$ cat src/rtl/core/clr_pkg.sv
// Shared types and constants for the conditional layer resolver.
package clr_pkg;

    // Width of a layer mask on the ports.
    localparam int MASK_W = 32;

    // Width of a then-layer number inside a rule.
    localparam int THEN_W = 5;

    // Width of one rule register.
    localparam int RULE_W = 38;

    // Width of the configuration register index (eight rule registers).
    localparam int CFG_IDX_W = 3;

    // One rule register as it is written on the configuration port.
    typedef struct packed {
        logic              en;
        logic [THEN_W-1:0] target_layer;
        logic [MASK_W-1:0] if_mask;
    } rule_t;

endpackage

$ cat src/rtl/core/conditional_layer_resolver.sv
// Conditional layer resolver: rule table memory and pass sequencer.
//
//   Channel  Handshake             Payload
//   -------  --------------------  ------------------------------------
//   input    start / busy          layer_mask_in
//   result   done (strobe)         layer_mask_out, settled
//   config   cfg_valid / cfg_ready cfg_index, cfg_data
//
// Rules sit in a one-port-read memory; one rule is read per cycle, and a pass
// is RULES reads followed by an evaluate step.
// An item runs for at most MAX_PASSES passes from start to done.
// Reset clears the sequencer and the per-rule valid bits; an unwritten rule
// reads as disabled. cfg_ready is always high.
// The result is shown for one cycle on done and cannot be stalled.
module conditional_layer_resolver #(
    parameter int RULES      = 8,
    parameter int LAYERS     = 32,
    parameter int MAX_PASSES = 32
) (
    input  logic                            clk,
    input  logic                            rst_n,

    input  logic                            start,
    output logic                            busy,
    input  logic [clr_pkg::MASK_W-1:0]      layer_mask_in,

    output logic                            done,
    output logic [clr_pkg::MASK_W-1:0]      layer_mask_out,
    output logic                            settled,

    input  logic                            cfg_valid,
    output logic                            cfg_ready,
    input  logic [clr_pkg::CFG_IDX_W-1:0]   cfg_index,
    input  logic [clr_pkg::RULE_W-1:0]      cfg_data
);

    localparam int RULE_AW = (RULES > 1) ? $clog2(RULES) : 1;
    localparam int PASS_W  = $clog2(MAX_PASSES + 1);
    localparam logic [clr_pkg::MASK_W-1:0] LAYER_SPACE =
        clr_pkg::MASK_W'((64'd1 << LAYERS) - 64'd1);

    typedef enum logic [2:0] {
        ST_IDLE = 3'b001,
        ST_SCAN = 3'b010,
        ST_EVAL = 3'b100
    } state_t;

    // Rule memory and its read port.
    clr_pkg::rule_t                mem [RULES];
    logic [RULES-1:0]              valid_reg;
    clr_pkg::rule_t                rd_data_reg;
    logic                          rd_hit_reg;
    logic                          data_vld_reg;

    // Sequencer state.
    state_t                        state_reg, state_next;
    logic [RULE_AW-1:0]            idx_reg, idx_next;
    logic [PASS_W-1:0]             pass_reg, pass_next;
    logic [clr_pkg::MASK_W-1:0]    cur_reg, cur_next;
    logic [clr_pkg::MASK_W-1:0]    named_reg, named_next;
    logic [clr_pkg::MASK_W-1:0]    want_reg, want_next;

    // Result registers.
    logic                          done_reg, done_next;
    logic [clr_pkg::MASK_W-1:0]    out_mask_reg, out_mask_next;
    logic                          settled_reg, settled_next;

    // Contribution of the rule that came out of memory this cycle.
    logic                          rule_live;
    logic [clr_pkg::MASK_W-1:0]    rule_bit;
    logic [clr_pkg::MASK_W-1:0]    named_acc;
    logic [clr_pkg::MASK_W-1:0]    want_acc;
    logic [clr_pkg::MASK_W-1:0]    pass_mask;
    logic                          cfg_we;

    assign cfg_ready = 1'b1;
    assign cfg_we    = cfg_valid && ({1'b0, cfg_index} < (clr_pkg::CFG_IDX_W + 1)'(RULES));

    // Configuration writes go straight into the rule memory.
    always_ff @(posedge clk)
    begin
        if (cfg_we)
        begin
            mem[cfg_index[RULE_AW-1:0]] <= clr_pkg::rule_t'(cfg_data);
        end
    end

    // Synchronous read of the rule addressed by the scan index.
    always_ff @(posedge clk)
    begin
        rd_data_reg <= mem[idx_reg];
    end

    // Valid bits mark rules that were written since reset.
    always_ff @(posedge clk or negedge rst_n)
    begin
        if (!rst_n)
        begin
            valid_reg    <= '0;
            rd_hit_reg   <= 1'b0;
            data_vld_reg <= 1'b0;
        end
        else
        begin
            if (cfg_we)
            begin
                valid_reg[cfg_index[RULE_AW-1:0]] <= 1'b1;
            end
            rd_hit_reg   <= valid_reg[idx_reg];
            data_vld_reg <= (state_reg == ST_SCAN);
        end
    end

    // Decode the rule read in the previous cycle and fold it into the pass.
    always_comb
    begin
        rule_live = data_vld_reg && rd_hit_reg && rd_data_reg.en &&
                    ({1'b0, rd_data_reg.target_layer} < (clr_pkg::THEN_W + 1)'(LAYERS));
        rule_bit  = clr_pkg::MASK_W'(1) << rd_data_reg.target_layer;
        named_acc = named_reg;
        want_acc  = want_reg;
        if (rule_live)
        begin
            named_acc = named_reg | rule_bit;
            if ((cur_reg & rd_data_reg.if_mask) == rd_data_reg.if_mask)
            begin
                want_acc = want_reg | rule_bit;
            end
        end
        pass_mask = ((cur_reg & ~named_acc) | (want_acc & named_acc)) & LAYER_SPACE;
    end

    // Pass sequencer.
    always_comb
    begin
        state_next    = state_reg;
        idx_next      = idx_reg;
        pass_next     = pass_reg;
        cur_next      = cur_reg;
        named_next    = named_acc;
        want_next     = want_acc;
        done_next     = 1'b0;
        out_mask_next = out_mask_reg;
        settled_next  = settled_reg;
        unique case (state_reg)
            ST_IDLE:
            begin
                named_next = '0;
                want_next  = '0;
                if (start)
                begin
                    cur_next   = layer_mask_in & LAYER_SPACE;
                    idx_next   = '0;
                    pass_next  = '0;
                    state_next = ST_SCAN;
                end
            end
            ST_SCAN:
            begin
                if (idx_reg == RULE_AW'(RULES - 1))
                begin
                    state_next = ST_EVAL;
                end
                else
                begin
                    idx_next = idx_reg + RULE_AW'(1);
                end
            end
            ST_EVAL:
            begin
                named_next = '0;
                want_next  = '0;
                idx_next   = '0;
                if (pass_mask == cur_reg)
                begin
                    done_next     = 1'b1;
                    out_mask_next = cur_reg;
                    settled_next  = 1'b1;
                    state_next    = ST_IDLE;
                end
                else if (pass_reg == PASS_W'(MAX_PASSES - 1))
                begin
                    done_next     = 1'b1;
                    out_mask_next = pass_mask;
                    settled_next  = 1'b0;
                    state_next    = ST_IDLE;
                end
                else
                begin
                    cur_next   = pass_mask;
                    pass_next  = pass_reg + PASS_W'(1);
                    state_next = ST_SCAN;
                end
            end
            default:
            begin
                state_next = ST_IDLE;
            end
        endcase
    end

    // Control registers.
    always_ff @(posedge clk or negedge rst_n)
    begin
        if (!rst_n)
        begin
            state_reg <= ST_IDLE;
            idx_reg   <= '0;
            pass_reg  <= '0;
            done_reg  <= 1'b0;
        end
        else
        begin
            state_reg <= state_next;
            idx_reg   <= idx_next;
            pass_reg  <= pass_next;
            done_reg  <= done_next;
        end
    end

    // Payload registers.
    always_ff @(posedge clk)
    begin
        cur_reg      <= cur_next;
        named_reg    <= named_next;
        want_reg     <= want_next;
        out_mask_reg <= out_mask_next;
        settled_reg  <= settled_next;
    end

    assign busy           = (state_reg != ST_IDLE);
    assign done           = done_reg;
    assign layer_mask_out = out_mask_reg;
    assign settled        = settled_reg;

endmodule

$ cat config.mk
export PLATFORM = sky130hd
export DESIGN_NAME = conditional_layer_resolver
export DESIGN_NICKNAME = d
export VERILOG_FILES = /design/src/rtl/core/clr_pkg.sv /design/src/rtl/core/conditional_layer_resolver.sv
export SDC_FILE = /design/constraint.sdc
export NUM_CORES = 1
export LEC_CHECK = 0
export BUFFER_PORTS_ARGS = -buffer_cell sky130_fd_sc_hd__buf_2
export CORE_MARGIN = 1.5
export CORE_UTILIZATION = 60
export DETAILED_ROUTE_END_ITERATION = 12
export GPL_TIMING_DRIVEN = 0
export PLACE_DENSITY_LB_ADDON = 0.15
export SKIP_CTS_REPAIR_TIMING = 1
export SLEW_MARGIN = 30
export SYNTH_ARGS = -nofsm -noshare
export SYNTH_HDL_FRONTEND = slang
export SYNTH_SLANG_ARGS = --single-unit
export TNS_END_PERCENT = 100
$ cat constraint.sdc
create_clock -name clk -period 10.93 [get_ports clk]
set_clock_uncertainty 0.05 [all_clocks]
set_input_delay 0.5465 -clock clk [delete_from_list [all_inputs] [get_ports clk]]
set_output_delay 0.5465 -clock clk [all_outputs]
set_load 0.005 [all_outputs]
==> results.py <==
metrics = {
    "status": {
        "status": "finished clean",
    },
    "cts": {
        "cts.reportedPaths.clkPinSlew_ns": 0.06,
        "cts_buffers": 50,
        "cts_root_buf": "clkbuf_16",
        "cts_buffer_depth": 3,
        "clk_latency_ns": 0.58,
        "ctsHtreeMaxLevel": 2,
        "cts.sinks": 494,
        "cts_tree": "done",
    },
    "die": {
        "pin_count": 113,
        "initial_core_util_pct": 61.6,
        "coreArea_sq_mm": 0.0328,
        "die_h_um": 186,
        "rows": 66,
        "dieArea_sq_mm": 0.0347,
        "fp.dieW_um": 186,
    },
    "detailed_routing": {
        "via_count": 12700,
        "wl_per_cell_um": 26.9,
        "drt_first_iter_violations": 1359,
        "drc": 0,
        "antenna_left": 0,
        "viasPerCell": 6.38,
        "routed_wl_um": 53400,
        "drt_pass1_iterations": 6,
    },
    "layout": {
        "multi_input_area_sq_mm": 0.00605,
        "nFillCells": 2124,
        "seqCellArea_sq_mm": 0.0137,
        "antenna_cells": 0,
        "stdcell_count": 1990,
        "drive_gt1_share_pct": 27.3,
        "postLayoutCoreUtil_pct": 71.6,
        "final_nets": 1586,
        "area_delta_synth_final_pct": 16.4,
        "largest_reg_flops": 304,
    },
    "synth": {
        "syn-num-nets": 1396,
        "syn_inst": 1316,
        "synth_largest_area_cell": "edfxtp_1",
        "ys_async_sr_fraction_pct": 4.66,
        "synth_edf_count": 369,
        "synthTopCellsByArea": "edfxtp_1, dfxtp_1, mux4_2, mux2_2, dfrtp_1",
        "synth_commonest_cells": "edfxtp_1, dfxtp_1, nor2_1",
        "yosysSeqAreaShare_pct": 67.9,
        "yosysUniqueCellTypes": 77,
        "synth_top_area_share_pct": 54.9,
        "ys_seq_elements": 494,
        "syn_area_sq_mm": 0.0202,
        "yosysMostFrequentCell": "edfxtp_1",
        "synth.yosys.warnings": 0,
        "syn_avg_cell_area_sq_um": 15.3,
        "ys.flop_type": "edfxtp_1",
    },
    "timing": {
        "rsz0062_at_grt": "false",
        "tightest_slew_ns": 0.919,
        "slew_violations": 0,
        "period_share_pct": 46.4,
        "max_freq_mhz": 197,
        "setup_tns_ns": 0,
        "hold_viol": 0,
        "period_needed_ns": 5.07,
        "setup_slack_ns": 5.86,
        "slew_headroom_pct": 38.5,
        "finalSetupViolations": 0,
    },
    "min_path": {
        "worstHoldStart": "cfg_data[15]",
        "min_path_type": "in2reg",
    },
    "worst_setup_path": {
        "rr_startpoint": "rd_data_reg[36]$_DFF_P_",
        "cp_num_buf_inv": 5,
        "crit_family": "buffers and inverters",
        "crit_top_cell": "clkbuf_1",
        "critPathCapture": "layer_mask_out[19]$_DFFE_PP_",
        "critPathMaxStageDelay_ns": 0.60,
        "arrival_ns": 5.29,
        "cp-start-kind": "flop",
        "crit_cells": 13,
        "r2r_setup_slack_ns": 5.86,
        "crit_path_cell_trace": "and4_1 -> clkbuf_1 -> clkbuf_1 -> clkbuf_1 -> a41oi_1 -> o22ai_1 -> o311ai_0 -> or3_1 -> nor4_2 -> buf_4 -> nor2_1 -> nor2_4 -> buf_16",
        "worstSetupEndpointType": "flop",
        "crit_required_ns": 11.15,
        "path_class": "reg2reg",
        "r2r_end": "layer_mask_out[19]$_DFFE_PP_",
        "setup.worst_path.start": "rd_data_reg[36]$_DFF_P_",
        "cp_slowest_cell": "clkbuf_1",
        "reg2reg_depth": 13,
        "path_max_fanout": 23,
    },
    "power_and_ir_drop": {
        "leakage_nw": 8.10,
        "p_per_area_mw_per_mm2": 233,
        "peakVddDrop_mv": 0.160,
        "power.total_w": 0.00548,
    },
    "placed_design": {
        "numPortBuffers": 111,
        "dp_cells": 1895,
        "dpl_worst_slack_ns": 6.02,
        "place.detailed.hpwl_um": 37800,
        "gp_congestion": 0.988,
    },
    "global_route": {
        "grt_max_degree": 24,
        "grt_pass1_vias": 12600,
        "gr-total-overflow": 0,
        "grt_pass1_wl_um": 79600,
        "antenna_found_initial": 1,
        "grt_use_total_pct": 31.3,
    },
    "flow_run": {
        "maxCapViolCount": 0,
    },
}
-- worst register-to-register path: stages (launching register included) --
cell and delay, ns:
dfxtp_1 0.39, and4_1 0.21, clkbuf_1 0.50, clkbuf_1 0.58, clkbuf_1 0.60, a41oi_1 0.10, o22ai_1 0.19, o311ai_0 0.19
or3_1 0.41, nor4_2 0.49, buf_4 0.27, nor2_1 0.08, nor2_4 0.42, buf_16 0.24
-- worst min path at each step --
stage | end | slack [ns] | depth (start not counted)
3_3_place_gp | valid_reg[6]$_DFFE_PN0P_ | 0.40 | 1
3_5_place_dp | valid_reg[5]$_DFFE_PN0P_ | 0.41 | 1
2_1_floorplan | data_vld_reg$_DFF_PN0_ | 0.20 | 0
5_1_grt | mem[6][15]$_DFFE_PP_ | 0.18 | 1
4_1_cts | valid_reg[1]$_DFFE_PN0P_ | -0.07 | 1
6_report | mem[6][15]$_DFFE_PP_ | 0.18 | 1
-- per-stage QoR --
| step | hold slack, ns | instance area, sq um |
|---|---|---|
| 3_5_place_dp | 0.407 | 21900 |
| 6_report | 0.177 | 23500 |
| 3_3_place_gp | 0.396 | 21300 |
| 2_1_floorplan | 0.201 | 20200 |
| 5_1_grt | 0.176 | 23500 |
| 4_1_cts | -0.0683 | 23500 |
-- metal layers --
layer | vias up | share of wire [%] | GRT usage [%]
met5 | - | 0 | 0
met4 | 0 | 3.3 | 10.6
met3 | 127 | 8.0 | 5.25
met2 | 701 | 49 | 51.4
met1 | 6334 | 40 | 42.9
li1 | 5540 | - | -
-- final cells by class --
| cell class | count | area share [%] |
|---|---|---|
| clock inverter | 26 | 0.970 |
| multi-input combinational | 701 | 25.8 |
| timing repair buffer | 138 | 4.43 |
| tap | 442 | 2.35 |
| buffer | 65 | 1.33 |
| inverter | 56 | 0.895 |
| clock buffer | 68 | 5.91 |
| sequential | 494 | 58.3 |
-- placed cells by master (no fill, tap or decap), types with 5 or more instances in the layout --
master       n
nand2_1     32
edfxtp_1   369
mux2_2      76
nor3_1      26
nor4_1      28
mux4_2      78
inv_1       56
a31oi_1     14
nand3_1     32
nor2b_1     40
a21o_1      10
o22ai_1     11
nand3b_1    16
clkbuf_8     7
clkbuf_1    44
buf_2      122
nor3b_1     15
buf_4       14
buf_1        6
nand2b_1    14
dfxtp_1    102
buf_16      13
dfrtp_1     22
or2_2        8
clkbuf_2     7
clkinv_2     5
clkinv_1    10
o21ai_0     16
o31ai_1      6
nor4bb_1     5
buf_6        5
a21oi_1     59
and4b_1      7
a22oi_1     18
o32ai_1      7
clkbuf_16   50
nand4_1      6
nor2_4       7
nor2_1      84
-- cell families (layout without fill, tap and decap cells) --
group | count (synthesis) | after routing | synth area share (%)
buf+inv | 121 | 353 | 2.53
fa+ha+maj | 3 | 3 | 0.186
other cells | 1 | 1 | 0.0186
compound gates | 180 | 180 | 5.88
xor+xnor | 3 | 3 | 0.130
mux | 158 | 158 | 13.1
flops | 494 | 494 | 67.9
simple gates | 356 | 356 | 10.2
-- power breakdown --
part / internal [W] / switching (W)
clock network: 0.000945 / 0.000718
registers: 0.00223 / 0.000160
logic: 0.000593 / 0.000832
No activity file was read; power rests on OpenSTA's default activity.
